[config.mk]
export PLATFORM = sky130hd
export DESIGN_NAME = contour_edge_crossing_points
export DESIGN_NICKNAME = d
export VERILOG_FILES = /design/src/rtl/ccp_pkg.sv /design/src/rtl/ccp_div.sv /design/src/rtl/ccp_mul.sv /design/src/rtl/contour_edge_crossing_points.sv
export SDC_FILE = /design/constraint.sdc
export NUM_CORES = 1
export LEC_CHECK = 0
export BUFFER_PORTS_ARGS = -buffer_cell sky130_fd_sc_hd__buf_2
export CORE_ASPECT_RATIO = 1.4
export CORE_MARGIN = 2
export CORE_UTILIZATION = 50
export DETAILED_ROUTE_END_ITERATION = 16
export GPL_TIMING_DRIVEN = 0
export MAX_ROUTING_LAYER = met4
export PLACE_DENSITY = 0.78
export SLEW_MARGIN = 20
export SYNTH_ARGS = -nofsm -noshare
export SYNTH_HDL_FRONTEND = slang
export SYNTH_SLANG_ARGS = --single-unit
[constraint.sdc]
create_clock -name clk -period 6.5 [get_ports clk]
set_clock_uncertainty 0.15 [all_clocks]
set_input_delay 0.65 -clock clk [delete_from_list [all_inputs] [get_ports clk]]
set_output_delay 0.65 -clock clk [all_outputs]
set_load 0.02 [all_outputs]
[src/rtl/ccp_pkg.sv]
`timescale 1ns / 1ps

package ccp_pkg;

  // Field widths and fixed-point format.
  localparam int FRAC_BITS  = 9;
  localparam int COORD_BITS = 12;
  localparam int MAX_POINTS = 16;
  localparam int LEVEL_W    = 13;
  // Integer part of a level; the band index field carries exactly these bits.
  localparam int BAND_W     = LEVEL_W - FRAC_BITS;

  // Per-level step: floor(|d| * 2^FRAC_BITS / dlev), one quotient bit per cycle.
  localparam int STEP_W     = COORD_BITS + FRAC_BITS;
  // Distance to the next boundary, 0 .. 2^FRAC_BITS.
  localparam int DS_W       = FRAC_BITS + 1;
  localparam int PROD_W     = STEP_W + DS_W;
  localparam int OFF_W      = PROD_W - FRAC_BITS;
  // Signed running position; holds start plus up to MAX_POINTS + 1 steps.
  localparam int POS_W      = STEP_W + $clog2(MAX_POINTS + 2) + 2;

  localparam int BAND_SPAN  = 1 << BAND_W;
  localparam int CNT_MAX    = (BAND_SPAN > MAX_POINTS) ? BAND_SPAN : MAX_POINTS;
  localparam int CNT_W      = $clog2(CNT_MAX + 1);

  localparam int DIV_CYCLES = STEP_W;
  localparam int MUL_CYCLES = DS_W;
  localparam int CYC_W      = $clog2(DIV_CYCLES + MUL_CYCLES + 2);

  localparam logic [DS_W-1:0]   LEVEL_ONE = DS_W'(1 << FRAC_BITS);
  localparam logic [PROD_W-1:0] ROUND_HALF = PROD_W'(1 << (FRAC_BITS - 1));

  // One edge: two screen points with their fixed-point levels.
  typedef struct packed {
    logic [COORD_BITS-1:0] start_x;
    logic [COORD_BITS-1:0] start_y;
    logic [LEVEL_W-1:0]    start_level;
    logic [COORD_BITS-1:0] end_x;
    logic [COORD_BITS-1:0] end_y;
    logic [LEVEL_W-1:0]    end_level;
  } ccp_seg_t;

  // One emitted point.
  typedef struct packed {
    logic [COORD_BITS-1:0] point_x;
    logic [COORD_BITS-1:0] point_y;
    logic [BAND_W-1:0]     band_index;
    logic                  last_point;
  } ccp_point_t;

  // Control of a bit-serial unit.
  typedef struct packed {
    logic load;
    logic run;
  } ccp_ser_ctl_t;

  typedef enum logic [1:0] {
    ST_IDLE,
    ST_DIV,
    ST_MUL,
    ST_EMIT
  } ccp_state_t;

endpackage

[src/rtl/ccp_div.sv]
`timescale 1ns / 1ps

// Restoring divider, one quotient bit per cycle: quotient = (mag << FRAC_BITS) / divisor.
module ccp_div (
  input  logic                           clk,
  input  ccp_pkg::ccp_ser_ctl_t          ctl,
  input  logic [ccp_pkg::COORD_BITS-1:0] mag,
  input  logic [ccp_pkg::LEVEL_W-1:0]    divisor,
  output logic [ccp_pkg::STEP_W-1:0]     quotient
);
  import ccp_pkg::*;

  logic [LEVEL_W-1:0] rem;
  logic [LEVEL_W-1:0] dvs;
  logic [STEP_W-1:0]  quo;
  logic [LEVEL_W:0]   shifted;
  logic [LEVEL_W:0]   diff;
  logic               fits;

  // Bring down the next dividend bit and try one subtraction.
  always_comb begin
    shifted = {rem, quo[STEP_W-1]};
    diff    = shifted - {1'b0, dvs};
    fits    = shifted >= {1'b0, dvs};
  end

  // The dividend shifts out of the quotient register as quotient bits shift in.
  always_ff @(posedge clk) begin
    if (ctl.load) begin
      rem <= '0;
      dvs <= divisor;
      quo <= {mag, {FRAC_BITS{1'b0}}};
    end else if (ctl.run) begin
      rem <= fits ? diff[LEVEL_W-1:0] : shifted[LEVEL_W-1:0];
      quo <= {quo[STEP_W-2:0], fits};
    end
  end

  assign quotient = quo;

endmodule

[src/rtl/ccp_mul.sv]
`timescale 1ns / 1ps

// Shift-add multiplier, one multiplier bit per cycle, with rounding:
// offset = (step * ds + 2^(FRAC_BITS-1)) >> FRAC_BITS.
module ccp_mul (
  input  logic                       clk,
  input  ccp_pkg::ccp_ser_ctl_t      ctl,
  input  logic [ccp_pkg::STEP_W-1:0] step,
  input  logic [ccp_pkg::DS_W-1:0]   ds,
  output logic [ccp_pkg::OFF_W-1:0]  offset
);
  import ccp_pkg::*;

  logic [PROD_W-1:0] acc;
  logic [PROD_W-1:0] mcand;
  logic [DS_W-1:0]   mplier;

  // The rounding constant seeds the accumulator; the multiplicand doubles each cycle.
  always_ff @(posedge clk) begin
    if (ctl.load) begin
      acc    <= ROUND_HALF;
      mcand  <= PROD_W'(step);
      mplier <= ds;
    end else if (ctl.run) begin
      if (mplier[0]) begin
        acc <= acc + mcand;
      end
      mcand  <= {mcand[PROD_W-2:0], 1'b0};
      mplier <= {1'b0, mplier[DS_W-1:1]};
    end
  end

  assign offset = acc[PROD_W-1:FRAC_BITS];

endmodule

[src/rtl/contour_edge_crossing_points.sv]
`timescale 1ns / 1ps

// Channel  Handshake                     Payload
// -------  ----------------------------  ---------------------------------
// edge     start / busy (start & !busy)  seg   : ccp_pkg::ccp_seg_t
// points   strobe, one cycle each        point : ccp_pkg::ccp_point_t
//
// An edge whose ends share an integer level goes straight to the emit state,
// which registers its single point. Otherwise the two bit-serial dividers run,
// then the shift-add multipliers, and the points then leave one per cycle.
// busy stays high from acceptance until the clock edge that registers the last
// point; the receiver cannot stall. Synchronous reset returns the controller
// to idle with no strobe.
module contour_edge_crossing_points (
  input  logic                clk,
  input  logic                rst,
  input  logic                start,
  output logic                busy,
  input  ccp_pkg::ccp_seg_t   seg,
  output logic                strobe,
  output ccp_pkg::ccp_point_t point
);
  import ccp_pkg::*;

  ccp_state_t state;
  ccp_state_t state_next;
  logic [CYC_W-1:0] cyc;

  logic                  accept;
  logic                  lvl_up;
  logic [LEVEL_W-1:0]    dlev;
  logic [BAND_W-1:0]     b0_in;
  logic [BAND_W-1:0]     b1_in;
  logic [BAND_W-1:0]     bdiff;
  logic [CNT_W-1:0]      cnt_raw;
  logic [CNT_W-1:0]      cnt_in;
  logic [DS_W-1:0]       ds_in;
  logic [COORD_BITS-1:0] mag_x;
  logic [COORD_BITS-1:0] mag_y;

  logic [COORD_BITS-1:0] x0;
  logic [COORD_BITS-1:0] y0;
  logic [BAND_W-1:0]     band;
  logic                  up;
  logic                  dir_x;
  logic                  dir_y;
  logic [CNT_W-1:0]      total;
  logic [CNT_W-1:0]      k;
  logic [DS_W-1:0]       ds;
  logic signed [POS_W-1:0] px;
  logic signed [POS_W-1:0] py;
  logic signed [POS_W-1:0] sx;
  logic signed [POS_W-1:0] sy;

  ccp_ser_ctl_t         div_ctl;
  ccp_ser_ctl_t         mul_ctl;
  logic                 pos_load;
  logic                 emit;
  logic [STEP_W-1:0]    step_x;
  logic [STEP_W-1:0]    step_y;
  logic [OFF_W-1:0]     off_x;
  logic [OFF_W-1:0]     off_y;
  logic signed [POS_W-1:0] off_x_s;
  logic signed [POS_W-1:0] off_y_s;
  logic signed [POS_W-1:0] step_x_s;
  logic signed [POS_W-1:0] step_y_s;
  ccp_point_t           point_next;

  function automatic logic [COORD_BITS-1:0] clamp_coord(input logic signed [POS_W-1:0] v);
    logic [COORD_BITS-1:0] r;
    if (v[POS_W-1]) begin
      r = '0;
    end else if (|v[POS_W-2:COORD_BITS]) begin
      r = '1;
    end else begin
      r = v[COORD_BITS-1:0];
    end
    return r;
  endfunction

  assign accept = start && !busy;
  assign busy   = state != ST_IDLE;

  // Decode the incoming edge: direction, level span, point count, first distance.
  always_comb begin
    lvl_up  = seg.end_level > seg.start_level;
    dlev    = lvl_up ? seg.end_level - seg.start_level : seg.start_level - seg.end_level;
    b0_in   = seg.start_level[LEVEL_W-1:FRAC_BITS];
    b1_in   = seg.end_level[LEVEL_W-1:FRAC_BITS];
    bdiff   = (b1_in >= b0_in) ? b1_in - b0_in : b0_in - b1_in;
    cnt_raw = CNT_W'(bdiff) + CNT_W'(1);
    cnt_in  = (cnt_raw > CNT_W'(MAX_POINTS)) ? CNT_W'(MAX_POINTS) : cnt_raw;
    ds_in   = lvl_up ? LEVEL_ONE - DS_W'(seg.start_level[FRAC_BITS-1:0])
                     : DS_W'(seg.start_level[FRAC_BITS-1:0]);
    mag_x   = (seg.end_x > seg.start_x) ? seg.end_x - seg.start_x : seg.start_x - seg.end_x;
    mag_y   = (seg.end_y > seg.start_y) ? seg.end_y - seg.start_y : seg.start_y - seg.end_y;
  end

  // Per-axis step and first offset units.
  ccp_div u_div_x (.clk(clk), .ctl(div_ctl), .mag(mag_x), .divisor(dlev), .quotient(step_x));
  ccp_div u_div_y (.clk(clk), .ctl(div_ctl), .mag(mag_y), .divisor(dlev), .quotient(step_y));
  ccp_mul u_mul_x (.clk(clk), .ctl(mul_ctl), .step(step_x), .ds(ds), .offset(off_x));
  ccp_mul u_mul_y (.clk(clk), .ctl(mul_ctl), .step(step_y), .ds(ds), .offset(off_y));

  assign off_x_s  = $signed({{(POS_W-OFF_W){1'b0}}, off_x});
  assign off_y_s  = $signed({{(POS_W-OFF_W){1'b0}}, off_y});
  assign step_x_s = $signed({{(POS_W-STEP_W){1'b0}}, step_x});
  assign step_y_s = $signed({{(POS_W-STEP_W){1'b0}}, step_y});

  // Next state.
  always_comb begin
    state_next = state;
    unique case (state)
      ST_IDLE: begin
        if (accept) begin
          state_next = (cnt_in == CNT_W'(1)) ? ST_EMIT : ST_DIV;
        end
      end
      ST_DIV: begin
        if (cyc == CYC_W'(DIV_CYCLES - 1)) begin
          state_next = ST_MUL;
        end
      end
      ST_MUL: begin
        if (cyc == CYC_W'(MUL_CYCLES + 1)) begin
          state_next = ST_EMIT;
        end
      end
      ST_EMIT: begin
        if (k == total - CNT_W'(1)) begin
          state_next = ST_IDLE;
        end
      end
      default: state_next = ST_IDLE;
    endcase
  end

  // Controller outputs.
  always_comb begin
    div_ctl  = '0;
    mul_ctl  = '0;
    pos_load = 1'b0;
    emit     = 1'b0;
    unique case (state)
      ST_IDLE: begin
        div_ctl.load = accept;
      end
      ST_DIV: begin
        div_ctl.run = 1'b1;
      end
      ST_MUL: begin
        mul_ctl.load = cyc == '0;
        mul_ctl.run  = (cyc != '0) && (cyc <= CYC_W'(MUL_CYCLES));
        pos_load     = cyc == CYC_W'(MUL_CYCLES + 1);
      end
      ST_EMIT: begin
        emit = 1'b1;
      end
      default: begin
      end
    endcase
  end

  // State register and phase counter, which restarts on every state change.
  always_ff @(posedge clk) begin
    if (rst) begin
      state <= ST_IDLE;
      cyc   <= '0;
    end else begin
      state <= state_next;
      if (state_next != state) begin
        cyc <= '0;
      end else begin
        cyc <= cyc + CYC_W'(1);
      end
    end
  end

  // Edge registers, first crossing and running position.
  always_ff @(posedge clk) begin
    if (accept) begin
      x0    <= seg.start_x;
      y0    <= seg.start_y;
      band  <= b0_in;
      up    <= lvl_up;
      dir_x <= seg.end_x > seg.start_x;
      dir_y <= seg.end_y > seg.start_y;
      total <= cnt_in;
      ds    <= ds_in;
      k     <= '0;
    end
    if (pos_load) begin
      px <= dir_x ? $signed({{(POS_W-COORD_BITS){1'b0}}, x0}) + off_x_s
                  : $signed({{(POS_W-COORD_BITS){1'b0}}, x0}) - off_x_s;
      py <= dir_y ? $signed({{(POS_W-COORD_BITS){1'b0}}, y0}) + off_y_s
                  : $signed({{(POS_W-COORD_BITS){1'b0}}, y0}) - off_y_s;
      sx <= dir_x ? step_x_s : -step_x_s;
      sy <= dir_y ? step_y_s : -step_y_s;
    end
    if (emit) begin
      k    <= k + CNT_W'(1);
      band <= up ? band + BAND_W'(1) : band - BAND_W'(1);
      if (k != '0) begin
        px <= px + sx;
        py <= py + sy;
      end
    end
  end

  // The start point goes out first, then one crossing per cycle.
  always_comb begin
    if (k == '0) begin
      point_next.point_x = x0;
      point_next.point_y = y0;
    end else begin
      point_next.point_x = clamp_coord(px);
      point_next.point_y = clamp_coord(py);
    end
    point_next.band_index = band;
    point_next.last_point = k == total - CNT_W'(1);
  end

  // Result register.
  always_ff @(posedge clk) begin
    if (rst) begin
      strobe <= 1'b0;
    end else begin
      strobe <= emit;
    end
    if (emit) begin
      point <= point_next;
    end
  end

  // The final point of an edge closes the burst.
  a_last_ends: assert property (@(posedge clk) disable iff (rst)
    strobe && point.last_point |=> !strobe)
    else $error("point strobed after the last point of an edge");

  // Every point but the last leaves the block still busy with its edge.
  a_busy_mid: assert property (@(posedge clk) disable iff (rst)
    strobe && !point.last_point |-> busy)
    else $error("block went idle before the last point");

  // An accepted edge always occupies the block on the next cycle.
  a_accept_busy: assert property (@(posedge clk) disable iff (rst)
    accept |=> busy)
    else $error("accepted item did not raise busy");

  // Points appear only while an edge is being worked on.
  a_strobe_src: assert property (@(posedge clk) disable iff (rst)
    strobe |-> $past(busy))
    else $error("point strobed without an edge in progress");

endmodule

==> results of run 1 <==
==> layout make-up <==
cell class / instances / area share, %
buffer: 134 / 1.67
clock inverter: 22 / 0.909
tap: 749 / 2.90
timing repair buffer: 111 / 1.88
multi-input combinational: 2605 / 53.6
clock buffer: 54 / 3.64
inverter: 230 / 2.68
sequential: 416 / 32.7
==> cells by family (layout without fill, tap and decap cells) <==
family	after synthesis	count (layout)	share of synthesized area, %
xor+xnor	234	234	6.99
fa+ha+maj	293	293	13.0
flops	416	416	36.1
buf+inv	364	551	4.77
simple gates	1062	1062	16.4
compound gates	948	948	20.4
mux	68	68	2.38
==> routing by layer <==
layer	GRT usage [%]	up-vias	routed length, µm
li1	-	12400	-
met1	30.6	12000	31600
met2	48.7	945	41800
met3	3.24	326	5110
met4	19.9	0	6800
met5	-	-	0
==> path summary, 6_finish.rpt <==
check	from	end	slack, ps	cells past startpoint
setup reg to reg	u_div_y.quotient[20]	u_div_y.rem[10]	2410	13
setup / recovery	u_div_y.quotient[20]	u_div_y.rem[10]	2410	13
hold reg to reg	u_mul_y.acc[7]	u_mul_y.acc[7]	310	2
hold / removal	seg[61]	y0[11]	130	1
==> placed cells by master, fill, tap and decap left out, types with 21 or more instances in the layout <==
cell	n
a21o_1	55
o31ai_1	37
nor2b_1	46
o21ai_0	238
edfxtp_1	225
mux2i_1	58
o21a_1	26
xor2_1	105
nand2b_1	43
or3_1	22
o21bai_1	29
clkbuf_16	43
nand3_1	65
nor2_1	233
and3_1	22
a31oi_1	32
inv_1	227
buf_2	116
dfxtp_1	191
nor4_1	27
a21oi_1	288
a211oi_1	46
nand2_1	462
xnor2_1	129
clkbuf_1	117
a22oi_1	21
nor3_1	69
ha_1	274
==> power breakdown <==
group          internal [µW]  switching, µW
clock                   1530           1100
sequential              3460            618
combinational           2470           3500
==> metrics by stage <==
stage | cell area [µm²] | total power (µW)
global route | 32400 | 13500
CTS | 32300 | 12600
detailed placement | 30900 | 9940
floorplan | 29300 | 8460
global placement | 30800 | 9820
finish | 32400 | 12700
==> worst reg2reg max path: cells and delay by family, from the launching register on <==
kind	cells	cell delay, ps
adders and majority gates	2	700
DFF	1	480
and+or+nand+nor	3	810
buffers and inverters	2	530
AOI/OAI and AO/OA	5	1020
muxes	1	260
==> flip-flops by register name, indices dropped and copies added (netlist names), 13 cells and up <==
| signal | cells |
|---|---|
| u_mul_x.acc | 31 |
| u_mul_x.mcand | 31 |
| u_mul_y.acc | 31 |
| u_mul_y.mcand | 31 |
| point | 29 |
| px | 28 |
| py | 28 |
| sx | 28 |
| sy | 28 |
| u_div_x.quotient | 21 |
| u_div_y.quotient | 21 |
| u_div_x.dvs | 13 |
| u_div_x.rem | 13 |
| u_div_y.rem | 13 |
==> impl_metrics.json, run 1 <==
{
  "layout_setup_ws_ps": 2410,
  "die-area_um2": 60600,
  "dp.cells": 4245,
  "synth_seq_area_share_pct": 36.1,
  "post-route-util_pct": 55.5,
  "antenna_found_initial": 1,
  "grt_max_degree": 53,
  "row_count": 105,
  "worstPathMaxFanout": 10,
  "startpoint_type": "flop",
  "ir_worst_vdd_mv": 0.191,
  "synth_top_area_share_pct": 23.0,
  "drt-initial-drc-count": 1781,
  "vias_per_cell": 5.95,
  "grt_usage_pct": 28.3,
  "critPathRequiredTime_ps": 6770,
  "drtAntennaViolNets": 0,
  "cts_made_buffers": 41,
  "p_leak_uw": 0.0135,
  "post-cts-setup-buffer-count": 0,
  "gp_congestion": 0.966,
  "die_h_um": 291,
  "drt_wl_total_um": 85300,
  "clk_path_buf_depth": 3,
  "drc": 0,
  "grt_pass1_vias": 25000,
  "clk_root_buffer_cell": "clkbuf_16",
  "drt_first_pass_iters": 6,
  "period_share_pct": 63.0,
  "cp_top_family": "compound AO/OA/AOI/OAI gates",
  "hold_violations": 0,
  "grt_overflow": 0,
  "fin_cells": 4321,
  "yosysMostFrequentCell": "nand2_1",
  "hpwlAfterDp_um": 66700,
  "numPortBuffers": 107,
  "fillers": 5262,
  "multiInputGateArea_um2": 17400,
  "vias": 25700,
  "cp_slowest_cell": "nor3_2",
  "seq_area_um2": 10600,
  "nets": 3909,
  "cts_tree": "done",
  "routedWlPerCell_um": 19.8,
  "avgSynthCellArea_um2": 8.66,
  "initial_core_util_pct": 50.3,
  "drive_above_1_share_pct": 6.66,
  "cts.sinks": 416,
  "cts_hold_buf": 0,
  "fp.dieW_um": 209,
  "post-route-min-period_ps": 4090,
  "criticalPathCategory": "reg2reg",
  "cpMostUsedCell": "o21ai_0",
  "yosysUniqueCellTypes": 84,
  "worstMarginPinSlew_ps": 1070,
  "fmax_ghz": 0.244,
  "yosysWarnings": 0,
  "maxCapViolCount": 0,
  "synth_edf_count": 225,
  "synthArstFlopShare_pct": 0,
  "netlist_top_cells_area": "edfxtp_1 (23%), dfxtp_1 (13%), ha_1 (12%)",
  "clock_latency_ps": 570,
  "synth_largest_area_cell": "edfxtp_1",
  "tns_ps": 0,
  "crit_arrival_ps": 4370,
  "cp_cell_sequence": "inv_1 -> ha_1 -> fa_1 -> nor2b_1 -> o21ai_0 -> a21boi_0 -> o21ai_0 -> a211oi_1 -> nor3_1 -> nor3_2 -> buf_4 -> mux2i_1 -> a21oi_1",
  "syn_area_um2": 29300,
  "synth_flop_cell": "edfxtp_1",
  "num_antenna_cells": 0,
  "outcome": "finished, final reports clean",
  "syn_nets": 3755,
  "whs_ps": 135,
  "synthCells": 3385,
  "drv_slew": 0,
  "rsz0062_at_grt": "no",
  "ys_ff_latch": 416,
  "setup_viol": 0,
  "grt_first_pass_wirelength_um": 133000,
  "slowest_delay_ps": 550,
  "slew_headroom_pct": 28.3,
  "cellPowerDensity_nw_per_um2": 392,
  "min_path_type": "in2reg",
  "endpoint_kind": "flop",
  "cp_num_buf_inv": 2,
  "place_worst_setup_slack_ps": 2090,
  "core_area_um2": 58300,
  "ys_top_cells_by_count": "nand2_1 (462), a21oi_1 (288), ha_1 (274)",
  "path_clk_slew_ps": 70,
  "htree_num_levels": 2,
  "ios": 108,
  "post_cts_resized": 0,
  "areaGrowthSynthToFinish_pct": 10.4
}
Power figures use the tool's default switching activity.
==> inputs of run 2 (changes only) <==
- PLACE_DENSITY: 0.78 -> 0.8
- clock period: 6.5 -> 3.7 ns (I/O delays scaled with it)
==> run 2 against run 1 <==
First-iteration DRC count increased by 4.7%. Final cell count is 0.93% higher. Utilization up 0.74 points. Design area is 1.3% higher. Flip-flop and latch count unchanged. Total power increased by 76%. Critical path type is now in2reg. Non-clock buffer count up 37. Die area stayed put. Via count is 1.3% higher. Largest power group unchanged. Sequential share of layout area decreased by 0.43 points.
==> impl_metrics.json, run 2 (synthesis results as in run 1) <==
{
  "maxCapViolCount": 0,
  "cts_tree": "done",
  "core_area_um2": 58300,
  "vias": 26000,
  "gp_congestion": 0.976,
  "numPortBuffers": 107,
  "startpoint_type": "input pin",
  "worstPathMaxFanout": 10,
  "nets": 3947,
  "crit_arrival_ps": 3730,
  "areaGrowthSynthToFinish_pct": 11.8,
  "die_h_um": 291,
  "final_cell_area_um2": 32800,
  "grt_usage_pct": 28.6,
  "fillers": 5113,
  "fmax_ghz": 0.280,
  "slew_headroom_pct": 30.0,
  "fin_cells": 4361,
  "grt_first_pass_wirelength_um": 133000,
  "whs_ps": 13.5,
  "vias_per_cell": 5.97,
  "cts.sinks": 416,
  "drc": 0,
  "hpwlAfterDp_um": 66100,
  "cts_made_buffers": 42,
  "cellPowerDensity_nw_per_um2": 680,
  "final_cell_mix": "nand2_1 (461), a21oi_1 (287), ha_1 (273)",
  "cp_num_buf_inv": 3,
  "worstMarginPinSlew_ps": 1040,
  "ir_worst_vdd_mv": 0.412,
  "met3_usage_pct": 4.17,
  "busiest_layer": "met2",
  "grt_max_degree": 53,
  "drt_first_pass_iters": 6,
  "post-route-util_pct": 56.2,
  "grt_pass1_vias": 25100,
  "clk_root_buffer_cell": "clkbuf_16",
  "hold_violations": 0,
  "path_clk_slew_ps": 70,
  "drt_wl_total_um": 86400,
  "min_path_type": "in2reg",
  "period_share_pct": 96.5,
  "clock_latency_ps": 590,
  "slowest_delay_ps": 550,
  "outcome": "finished, final reports clean",
  "setup_viol": 0,
  "antenna_found_initial": 2,
  "initial_core_util_pct": 50.3,
  "dp.cells": 4245,
  "cp_top_family": "compound AO/OA/AOI/OAI gates",
  "cp_slowest_cell": "or4_1",
  "endpoint_kind": "flop",
  "drv_slew": 0,
  "fp.dieW_um": 209,
  "routedWlPerCell_um": 19.8,
  "cp_cell_sequence": "dlygate4sd3_1 -> buf_2 -> ha_1 -> nand4_1 -> or4_1 -> o221ai_1 -> a21oi_1 -> clkbuf_4 -> a211o_1 -> a31oi_2 -> o221a_2 -> xor2_1 -> o21ai_1",
  "layout_commonest_cell": "nand2_1",
  "met2_usage_pct": 48.8,
  "drtAntennaViolNets": 0,
  "drt-initial-drc-count": 1865,
  "p_leak_uw": 0.0137,
  "post-route-min-period_ps": 3570,
  "die-area_um2": 60600,
  "drive_above_1_share_pct": 7.45,
  "row_count": 105,
  "htree_num_levels": 2,
  "clk_path_buf_depth": 3,
  "ios": 108,
  "grt_overflow": 0,
  "place_area_um2": 30900,
  "criticalPathCategory": "in2reg",
  "gr-usage-met1_pct": 30.7,
  "critPathRequiredTime_ps": 3860
}
-- run 2: final timing paths --
check / start / to / slack [ps] / cells past startpoint
worst max-delay path: seg[70] / u_div_x.quotient[16] / 130 / 13
worst min-delay path: seg[45] / ds[9] / 10 / 2
worst max register to register: u_mul_x.mcand[14] / u_mul_x.acc[30] / 180 / 12
worst min register to register: u_mul_x.acc[7] / u_mul_x.acc[7] / 310 / 2
-- run 2: stage by stage --
stage          power, µW  setup WS (ps)  setup TNS [ps]
5_1_grt            23700          -19.3           -32.5
3_3_place_gp       17200          -1610         -156050
2_1_floorplan      14900           93.7               0
3_5_place_dp       17500           -345           -3680
4_1_cts            22000          0.621               0
6_report           22300            129               0
-- run 2: cell type report --
type | instances | area, µm² | area share, %
clock inverters | 21 | 206 | 0.630
multi-input cells | 2605 | 17500 | 53.3
flip-flops and latches | 416 | 10600 | 32.3
well taps | 749 | 937 | 2.86
clock buffers | 57 | 1190 | 3.63
diodes | 1 | 2.50 | 0.00763
plain buffers | 133 | 557 | 1.70
inverters | 230 | 866 | 2.64
repair buffers | 149 | 968 | 2.95
-- run 2: timing repair --
item | 4_1_cts | 5_1_grt
hold buffers | 30 | 0
setup buffers | 1 | 7
setup endpoints to repair | 27 | 62
resized for setup | 6 | 42
pin swaps | 1 | 5
hold endpoints to repair | 31 | 0
-- run 2: routing by layer --
metal	part of all wire (%)	routed length, µm
met1	37	32100
met2	49	42300
met3	6.1	5280
met4	7.7	6610
met5	0	0
-- run 2: power by group --
group	internal, µW	total [µW]	leakage, µW	switching [µW]
sequential	6080	7180	0.00367	1100
clock	2490	4440	0.000668	1940
combinational	4450	10700	0.00933	6240
total	13000	22300	0.0137	9290
